File: config.mk
export PLATFORM = sky130hd
export DESIGN_NAME = tcl_rdiv
export DESIGN_NICKNAME = d
export VERILOG_FILES = /design/src/design/tcl_rdiv.sv
export SDC_FILE = /design/constraint.sdc
export NUM_CORES = 2
export LEC_CHECK = 0
export BUFFER_PORTS_ARGS = -buffer_cell sky130_fd_sc_hd__clkbuf_2
export CORE_MARGIN = 3
export CORE_UTILIZATION = 57
export DETAILED_ROUTE_END_ITERATION = 8
export GPL_TIMING_DRIVEN = 0
export PLACE_DENSITY = 0.74
export RECOVER_POWER = 50
export SYNTH_ARGS = -nofsm -noshare
export SYNTH_HDL_FRONTEND = slang
export SYNTH_SLANG_ARGS = --single-unit
File: constraint.sdc
create_clock -name i_clk -period 3.5 [get_ports i_clk]
set_input_delay 0.7 -clock i_clk [delete_from_list [all_inputs] [get_ports i_clk]]
set_output_delay 0.7 -clock i_clk [all_outputs]
set_load 0.02 [all_outputs]
File: src/design/tcl_rdiv.sv
module tcl_rdiv #(
    parameter int NUM_W = 51,
    parameter int DEN_W = 35,
    parameter int Q_W   = 17
) (
    input  logic             i_clk,
    input  logic             i_rst_n,
    input  logic             i_valid,
    input  logic [NUM_W-1:0] i_num,
    input  logic [DEN_W-1:0] i_den,
    output logic             o_valid,
    output logic [Q_W-1:0]   o_quo
);

    // Restoring long division, one quotient bit per stage.
    // Caller guarantees the quotient fits in Q_W bits.
    logic [Q_W-1:0]   r_vld;
    logic [Q_W-1:0]   n_vld;
    logic [DEN_W-1:0] r_rem [Q_W];
    logic [DEN_W-1:0] n_rem [Q_W];
    logic [DEN_W-1:0] r_den [Q_W];
    logic [DEN_W-1:0] n_den [Q_W];
    logic [Q_W-1:0]   r_low [Q_W];
    logic [Q_W-1:0]   n_low [Q_W];
    logic [Q_W-1:0]   r_quo [Q_W];
    logic [Q_W-1:0]   n_quo [Q_W];

    always_comb begin
        logic             p_vld;
        logic [DEN_W-1:0] p_rem;
        logic [DEN_W-1:0] p_den;
        logic [Q_W-1:0]   p_low;
        logic [Q_W-1:0]   p_quo;
        logic [DEN_W:0]   t;
        for (int g = 0; g < Q_W; g++) begin
            if (g == 0) begin
                p_vld = i_valid;
                p_rem = DEN_W'(i_num >> Q_W);
                p_den = i_den;
                p_low = i_num[Q_W-1:0];
                p_quo = '0;
            end else begin
                p_vld = r_vld[g-1];
                p_rem = r_rem[g-1];
                p_den = r_den[g-1];
                p_low = r_low[g-1];
                p_quo = r_quo[g-1];
            end
            t        = {p_rem, p_low[Q_W-1]};
            n_vld[g] = p_vld;
            n_den[g] = p_den;
            n_low[g] = p_low << 1;
            if (t >= {1'b0, p_den}) begin
                n_rem[g] = DEN_W'(t - {1'b0, p_den});
                n_quo[g] = {p_quo[Q_W-2:0], 1'b1};
            end else begin
                n_rem[g] = t[DEN_W-1:0];
                n_quo[g] = {p_quo[Q_W-2:0], 1'b0};
            end
        end
    end

    always_ff @(posedge i_clk) begin
        if (!i_rst_n) begin
            r_vld <= '0;
        end else begin
            r_vld <= n_vld;
        end
    end

    always_ff @(posedge i_clk) begin
        r_rem <= n_rem;
        r_den <= n_den;
        r_low <= n_low;
        r_quo <= n_quo;
    end

    assign o_valid = r_vld[Q_W-1];
    assign o_quo   = r_quo[Q_W-1];

endmodule
==> impl_metrics.toml <==
[status]
run_status = "finished with violations"
violations = "setup timing"

[place]
routabilityCongestion = 0.992
portBuffers = 106
place_ws_ps = -1340
place_area_um2 = 69400
dpl.hpwl_mm = 135

[detailed_routing]
vias = 51900
avgRoutedWirePerCell_um = 19.0
finalWirelength_mm = 175
drt-initial-drc-count = 3538
postRouteAntennaNets = 0
drt-vias-per-instance = 5.64
drc = 0
first_pass_iters = 5

[synthesis]
yosysSeqAreaShare = 0.427
yosysTopAreaCellShare = 0.427
netlist_area_um2 = 66900
synthFlopType = "dfxtp_1"
yosysWarnings = 0
syn_inst = 7231
synth_area_leaders = "dfxtp_1 43%, ha_1 11%, inv_1 4.2%"
synth_fp_nets = 7931
postSynth.asyncResetShare = 0
synth_top_area_cell = "dfxtp_1"
avgSynthCellArea_um2 = 9.25
synth_edf_count = 0
ys_types = 98
synth-seq-cells = 1426

[floorplanning]
die_y_um = 349
die-width_um = 349
dieArea_um2 = 122000
fp.coreArea_um2 = 116000
start_util = 0.575
pin_count = 107
fp-row-count = 125

[timing]
period_share = 1.05
setup_viol = 65
timing.fmax_mhz = 273
hold_viol = 0
rsz0062_at_grt = "true"
tightest_slew_ps = 1020
setup_ws_ps = -168
period_minus_slack_ps = 3670
clock-skew-final_ps = 21.1
slew_violations = 0
slew-limit-headroom = 0.313

[finish]
final_util = 0.666
fin_area_um2 = 77500
fin_nets = 8271
area_growth_syn_to_layout_pct = 15.8
final_layout_size_suffix_gt1_frac = 0.131

[worst_setup_path]
crit_required_ps = 4130
crit_arrival_ps = 4300
worstSetupStartpointType = "register"
crit_type = "register to register"
path_max_fanout = 5
worst_setup_path_end_kind = "register"

[clocking]
htreeDepth = 4
clock-sinks = 1426
insertion_delay_ps = 760
cts_tree = "built"
cts_max_path_buffers = 3
cts_made_buffers = 148
cts_root_buf = "clkbuf_16"
clkTransAtPathRegs_ps = 60

[global_route]
grt_max_degree = 17
overflow = 0
track_usage = 0.279
grt_pass1_vias = 51400
grt_first_pass_wirelength_mm = 270
antenna_found_initial = 11

[power_and_ir_drop]
ir_worst_vdd_mv = 0.570
leakagePower_nw = 36.2
p_per_area_nw_per_um2 = 1090

[min_path]
hold_path_class = "input pin to register"

[run]
cap_violations = 0
## worst max-delay path, stage by stage, from the launching register on
cell,delay (ps)
dfxtp_4,430
inv_2,60
ha_4,160
fa_2,350
nor2b_2,130
o31a_1,200
o2111ai_2,150
a21o_1,240
a21o_4,270
a2111oi_4,410
o21ai_2,130
o311a_1,130
or2_1,260
buf_8,170
clkbuf_16,170
mux2_4,290
## cell families (layout without fill, tap and decap cells)
logic type / Yosys count / in the layout / share of synthesized area
flip-flops: 1426 / 1426 / 0.427
XOR/XNOR: 459 / 459 / 0.0601
buffers and inverters: 939 / 1394 / 0.0545
AND/OR/NAND/NOR: 1588 / 1588 / 0.114
other: 0 / 3 / 0
AO/OA/AOI/OAI: 1969 / 1969 / 0.187
adder cells (fa/ha/maj): 611 / 611 / 0.116
multiplexers: 239 / 239 / 0.0414
## synthesized netlist by cell type (18+ instances only)
cell and instances:
clkbuf_1 121, o21bai_1 61, mux2_2 143, nor2_1 337, o21ai_0 454, a31o_2 18
dfxtp_1 1426, a21oi_1 566, a211oi_1 57, mux2_4 26, o21a_1 92, and2_1 48
nor3_1 78, o211ai_1 32, and4_1 26, o31ai_1 57, a31oi_1 53, xor2_1 190
a21o_1 322, a21boi_0 25, ha_1 595, or3_1 21, or2_2 21, nand4_1 91
and3_1 64, nand3_1 124, nand2_1 540, nor2b_1 81, inv_1 755, o21ai_1 33
nand2b_1 90, mux2_1 54, buf_2 36, xnor2_1 269
## report_power, final
part / switching (mW) / leakage [nW] / internal [mW]
combinational: 24.6 / 21.7 / 20.1
sequential: 2.85 / 12.0 / 21.3
clock: 6.50 / 2.47 / 9.49
## area by class of cell
class / count / area, um^2
Fill cell: 9350 / 38900
Multi-Input combinational cell: 4866 / 36300
Sequential cell: 1426 / 28600
Clock buffer: 192 / 4110
Inverter: 757 / 2860
Tap cell: 1524 / 1910
Timing Repair Buffer: 207 / 1620
Buffer: 165 / 1130
Clock inverter: 73 / 953
Antenna cell: 3 / 7.51
## registers in the layout, indices dropped and copies added (netlist names)
register and count:
r_low 16, r_vld 17, n_den 560, o_quo 17, r_rem 560, r_quo 136, n_low 120
## final timing paths
path,start,endpoint,slack (ps),depth (start not counted)
worst max-delay path,r_low[220]$_DFF_P_,r_rem[409]$_DFF_P_,-170,15
worst min register to register,n_low[220]$_DFF_P_,r_low[220]$_DFF_P_,310,0
worst min-delay path,i_num[14],n_low[271]$_DFF_P_,50,1
worst max register to register,r_low[220]$_DFF_P_,r_rem[409]$_DFF_P_,-170,15
## through the flow
| stage | hold slack (ps) | cells | TNS [ps] | power, mW |
|---|---|---|---|---|
| 2_1_floorplan | 310 | 7231 | -30.5 | 53.0 |
| 3_3_place_gp | 310 | 8861 | -381360 | 62.4 |
| 3_5_place_dp | 312 | 8861 | -392100 | 62.9 |
| 4_1_cts | 1.25 | 9174 | -3870 | 81.8 |
| 5_1_grt | 21.6 | 9210 | -11910 | 90.3 |
| 6_report | 51.8 | 9213 | -5030 | 84.8 |
## cells in the final DEF, fill, tap and decap left out, drive strengths merged, types with 61 or more instances in the layout
master and instances:
a21o 322, a21oi 568, and3 64, buf 154, clkbuf 408, dfxtp 1426, ha 595, inv 767
mux2 223, nand2 540, nand2b 90, nand3 124, nand4 91, nor2 337, nor2b 81, nor3 78
o21a 93, o21ai 489, o21bai 61, o31ai 63, xnor2 269, xor2 190
## what timing repair did
| item | in CTS | in global routing |
|---|---|---|
| gates cloned | 3 | 7 |
| gates resized for setup | 290 | 299 |
| endpoints found under the hold margin | 2 | 0 |
| buffers inserted | 50 | 39 |
| setup endpoints to repair | 571 | 487 |
| pin swaps | 54 | 61 |
| hold buffers | 2 | 0 |
## per-layer routing
metal,track usage,vias up,wire (um)
met4,0.180,0,12200
met2,0.490,1456,84600
li1,-,25800,-
met5,0,-,0
met1,0.320,24200,70500
met3,0.0372,473,8150
Power figures use the tool's default switching activity.
