[src/design/tcl_isqrt.sv]
module tcl_isqrt #(
    parameter int IN_W = 64
) (
    input  logic                  i_clk,
    input  logic                  i_rst_n,
    input  logic                  i_valid,
    input  logic [IN_W-1:0]       i_value,
    output logic                  o_valid,
    output logic [IN_W/2-1:0]     o_root
);

    // One root bit per stage, restoring digit-by-digit method.
    localparam int OUT_W = IN_W / 2;
    localparam int NST   = OUT_W;
    localparam int REM_W = OUT_W + 1;
    localparam int T_W   = OUT_W + 3;

    logic [NST-1:0]   r_vld;
    logic [NST-1:0]   n_vld;
    logic [REM_W-1:0] r_rem  [NST];
    logic [REM_W-1:0] n_rem  [NST];
    logic [OUT_W-1:0] r_root [NST];
    logic [OUT_W-1:0] n_root [NST];
    logic [IN_W-1:0]  r_val  [NST];
    logic [IN_W-1:0]  n_val  [NST];

    always_comb begin
        logic             p_vld;
        logic [REM_W-1:0] p_rem;
        logic [OUT_W-1:0] p_root;
        logic [IN_W-1:0]  p_val;
        logic [T_W-1:0]   t;
        logic [T_W-1:0]   trial;
        for (int g = 0; g < NST; g++) begin
            if (g == 0) begin
                p_vld  = i_valid;
                p_rem  = '0;
                p_root = '0;
                p_val  = i_value;
            end else begin
                p_vld  = r_vld[g-1];
                p_rem  = r_rem[g-1];
                p_root = r_root[g-1];
                p_val  = r_val[g-1];
            end
            t        = {p_rem, p_val[IN_W-1 -: 2]};
            trial    = {1'b0, p_root, 2'b01};
            n_vld[g] = p_vld;
            n_val[g] = p_val << 2;
            if (t >= trial) begin
                n_rem[g]  = REM_W'(t - trial);
                n_root[g] = {p_root[OUT_W-2:0], 1'b1};
            end else begin
                n_rem[g]  = t[REM_W-1:0];
                n_root[g] = {p_root[OUT_W-2:0], 1'b0};
            end
        end
    end

    always_ff @(posedge i_clk) begin
        if (!i_rst_n) begin
            r_vld <= '0;
        end else begin
            r_vld <= n_vld;
        end
    end

    always_ff @(posedge i_clk) begin
        r_rem  <= n_rem;
        r_root <= n_root;
        r_val  <= n_val;
    end

    assign o_valid = r_vld[NST-1];
    assign o_root  = r_root[NST-1];

endmodule

[config.mk]
export PLATFORM = sky130hd
export DESIGN_NAME = tcl_isqrt
export DESIGN_NICKNAME = d
export VERILOG_FILES = /design/src/design/tcl_isqrt.sv
export SDC_FILE = /design/constraint.sdc
export NUM_CORES = 2
export LEC_CHECK = 0
export BUFFER_PORTS_ARGS = -buffer_cell sky130_fd_sc_hd__buf_2
export CAP_MARGIN = 20
export CORE_ASPECT_RATIO = 0.5
export CORE_MARGIN = 8
export CORE_UTILIZATION = 45
export CTS_BUF_LIST = sky130_fd_sc_hd__clkbuf_8
export CTS_CLUSTER_DIAMETER = 120
export DETAILED_ROUTE_END_ITERATION = 10
export REMOVE_ABC_BUFFERS = 1
export SETUP_SLACK_MARGIN = 0.2
export SLEW_MARGIN = 25
export SYNTH_ARGS = -nofsm -noshare
export SYNTH_HDL_FRONTEND = slang
export SYNTH_SLANG_ARGS = --single-unit
[constraint.sdc]
create_clock -name i_clk -period 4.9 [get_ports i_clk]
set_input_delay 0.98 -clock i_clk [delete_from_list [all_inputs] [get_ports i_clk]]
set_output_delay 0.98 -clock i_clk [all_outputs]
set_load 0.01 [all_outputs]
==> metrics.md <==
| Metric | Value |
|---|---|
| Yosys reg bits | `between 2000 and 3000` |
| Port bufs | `~100` |
| Simple logic cell fraction of the synthesized area | `12.3%` |
| Slowest cell on crit path | `dfxtp_1` |
| Net Sw Power | `~15000 uW` |
| Post-DP HPWL | `between 100000 and 150000 um` |
| Level count of the clock H-tree | `5` |
| Combinational cell fraction of total power | `18.1%` |
| Final max-slew violation count | `0` |
| Cell Area, Synth | `~90000 sq um` |
| Largest net degree at the start of global routing | `57` |
| Max Clk Rate | `~250 MHz` |
| Cells after synthesis | `a little under 9000` |
| Ys flop type | `dfxtp_1` |
| CTS Hold Bufs | `0` |
| Clock Latency Late Sink | `about 940 ps` |
| GR Overflow Total | `0` |
| CTS tree | `done` |
| Outcome | `completed` |
| DRT iter0 DRCs | `3166` |
| Finished Cell Area | `between 100000 and 150000 sq um` |
| Synthesized-area fraction occupied by adder cells | `roughly 7.7%` |
| Vias in the first global route | `60156` |
| Die Height | `roughly 340 um` |
| Via-to-Cell Ratio | `4.89` |
| Arrival time worst endpoint | `between 4000 and 5000 ps` |
| Routed length per instance | `approximately 15 um` |
| Critical path class | `reg2reg` |
| Placement Cell Area | `about 95000 sq um` |
| DRC | `0` |
| First-pass DRT Iterations | `6` |
| Worst hold slack | `around 160 ps` |
| Routed WL | `around 190000 um` |
| Ratio of cells with drive above 1 in the final layout | `9.06%` |
| Int Pwr | `37400 uW` |
| WL met3 | `6880 um` |
| Leakage | `approximately 0.049 uW` |
| Total GRT Usage | `~17%` |
| Worst path top cell family by delay | `compound AO/OA/AOI/OAI gates` |
| Warnings from Yosys | `0` |
| Root Driver | `clkbuf_8` |
| Antenna violations before repair | `2` |
| Met2 WL | `between 90000 and 100000 um` |
| Post-synth EDFFs | `0` |
| Min-Delay Path Class | `in2reg` |
| CTS sink cnt | `around 2500` |
| Net Sw Frac | `between 20% and 30%` |
| Final setup viols | `0` |
| Boundary Pins | `100` |
| Largest family of logic cells by synthesized area | `simple AND/OR/NAND/NOR gates` |
| Worst-margin pin slew | `around 1100 ps` |
| DIE AREA | `around 220000 sq um` |
| DIE WIDTH | `~650 um` |
| Unrepaired setup endpoints after global routing | `false` |
| Met1 Wirelength | `a little under 80000 um` |
| Area growth syn-to-layout | `12.2%` |
| Synth top area share | `54.9%` |
| Post-Place Setup Slack | `958 ps` |
| Antenna Nets Post-Route | `0` |
| Worst setup EP type | `register` |
| Async set-reset flop share out of synthesis | `0%` |
| Uppermost routed layer | `met4` |
| DR vias | `roughly 60000` |
| CP startpoint kind | `register` |
| Syn avg cell area | `between 10 and 15 sq um` |
| Clk pwr share | `a little under a third` |
| Slew HR | `about 21%` |
| XOR/XNOR Fraction of Synth Area | `7.60%` |
| Initial Utilization | `between 40% and 50%` |
| Clock tree buffer depth | `4` |
| Post-route clock skew | `about 45 ps` |
| Max_cap viols | `0` |
| Worst-path maximum fanout | `16` |
| Resize count post-CTS | `0` |
| PwrDens | `between 500 and 600 nW/um^2` |
| Core Box Area | `203000 sq um` |
| Distinct cells, synth | `96` |
| Sequential element share of the synthesized area | `54.9%` |
| First-pass GRT wire length | `between 300000 and 400000 um` |
| Minimum clock period | `~4000 ps` |
| Synth Area in Compound Gates | `between 10% and 20%` |
| Fin nets | `roughly 9900` |
| Sequential share of power | `about half` |
| Max VDD drop | `0.223 mV` |
| Synth area leaders | `dfxtp_1, ha_1, xor2_1, xnor2_1, a21oi_1` |
| Worst-path clk slew | `70 ps` |
| Largest area contributor in the netlist | `dfxtp_1` |
| Post-synthesis mux area share | `under 10%` |
| Row cnt | `between 100 and 150` |
| Setup WS post-layout | `just under 1000 ps` |
| Routability cong. | `~0.92` |
| Crit share post-route | `around four fifths` |
| Hold Fails Final Rpt | `0` |
| Post-CTS Setup Inserts | `0` |
| Buf+Inv Stages, Crit Path | `3` |
| Cell chain of the critical path | `inv_1, ha_1, o21a_1, nor2_1, a21oi_1, a41o_1, a221oi_1, buf_4, o21ai_1, a21oi_1, a31oi_4, buf_4, mux2_2` |
| CP max stage delay | `450 ps` |
| Worst path required time | `5700 ps` |
| TritonCTS buffer count | `approximately 350` |
cells in the mapped netlist, types with 94 or more instances:
cell      number
dfxtp_1     2513
xnor2_1      395
nor2_1       559
o21a_1       104
nand2_1      562
nor3_1       203
a21o_1       251
nand3_1      109
inv_1        708
ha_1         564
a21oi_1      550
nor4_1       107
xor2_1       400
nor2b_1       96
nand2b_1     126
o21ai_0      404
mux2_2        94
or3_1         95
clkbuf_1     157
final timing paths:
kind / from / endpoint / slack (ps) / cells after the start
setup / recovery: r_root[98] / r_rem[69] / 970 / 13
hold / removal: i_value[41] / n_val[1965] / 160 / 1
setup reg to reg: r_root[98] / r_rem[69] / 970 / 13
hold reg to reg: n_val[1533] / n_val[1471] / 310 / 0
final cells by class:
type | instances | area [sq um]
antenna | 4 | 10.0
clock buffer | 437 | 6010
clock inverter | 177 | 1360
fill | 18682 | 100000
inverter | 712 | 2670
multi-input combinational | 5530 | 38000
sequential | 2513 | 50300
tap | 2737 | 3420
timing repair buffer | 156 | 986
flip-flops by register name, indices dropped and copies added, names as in the netlist:
signal,flops
r_rem,961
r_val,62
o_root,32
r_root,496
r_vld,32
n_val,930
layer usage:
layer | GRT usage [%] | vias to the layer above
li1 | - | 31165
met1 | 18.4 | 27303
met2 | 30.0 | 1086
met3 | 2.85 | 480
met4 | 8.73 | 0
met5 | 0 | -
through the flow:
| step | setup TNS [ps] | total power (uW) | util [%] | std cells |
|---|---|---|---|---|
| 6_report | 0 | 52700 | 50.7 | 12266 |
| 5_1_grt | 0 | 56000 | 50.7 | 12266 |
| 3_5_place_dp | 0 | 36300 | 47.0 | 11648 |
| 2_1_floorplan | -54570 | 33400 | - | 8755 |
| 4_1_cts | 0 | 53500 | 50.7 | 12262 |
| 3_3_place_gp | 0 | 36200 | 47.0 | 11648 |
layout by cell type, fill, tap and decap left out, types with 48 or more instances in the layout:
cell type | netlist | routed
dfxtp_1 | 2513 | 2513
or4_1 | 56 | 56
a21oi_1 | 550 | 549
o21ai_0 | 404 | 404
xnor2_1 | 395 | 395
nand2b_1 | 126 | 126
nand4_1 | 91 | 91
nor2b_1 | 96 | 95
buf_4 | 3 | 52
and2_1 | 68 | 68
inv_1 | 708 | 803
clkbuf_8 | 0 | 437
nor3_1 | 203 | 203
buf_2 | 17 | 99
nand2_1 | 562 | 562
a31oi_1 | 50 | 48
nor4_1 | 107 | 106
ha_1 | 564 | 564
nand3_1 | 109 | 109
nor2_1 | 559 | 558
a21o_1 | 251 | 251
mux2_2 | 94 | 94
o21bai_1 | 54 | 53
o21a_1 | 104 | 103
o31ai_1 | 56 | 56
or3_1 | 95 | 95
xor2_1 | 400 | 400
power by group through the flow:
stage | Combinational, uW | Clock [uW] | Sequential, uW
6_report | 9560 | 16800 | 26300
5_1_grt | 10700 | 18500 | 26700
4_1_cts | 9590 | 17500 | 26300
3_5_place_dp | 9520 | 0 | 26800
3_3_place_gp | 9440 | 0 | 26800
2_1_floorplan | 7500 | 0 | 25900
logic make-up after synthesis:
logic type | after synthesis
flops | 2513
simple gates | 2257
compound gates | 1775
buf+inv | 893
xor+xnor | 795
fa+ha+maj | 564
mux | 138
other cells | 1
Power figures use the tool's default switching activity.
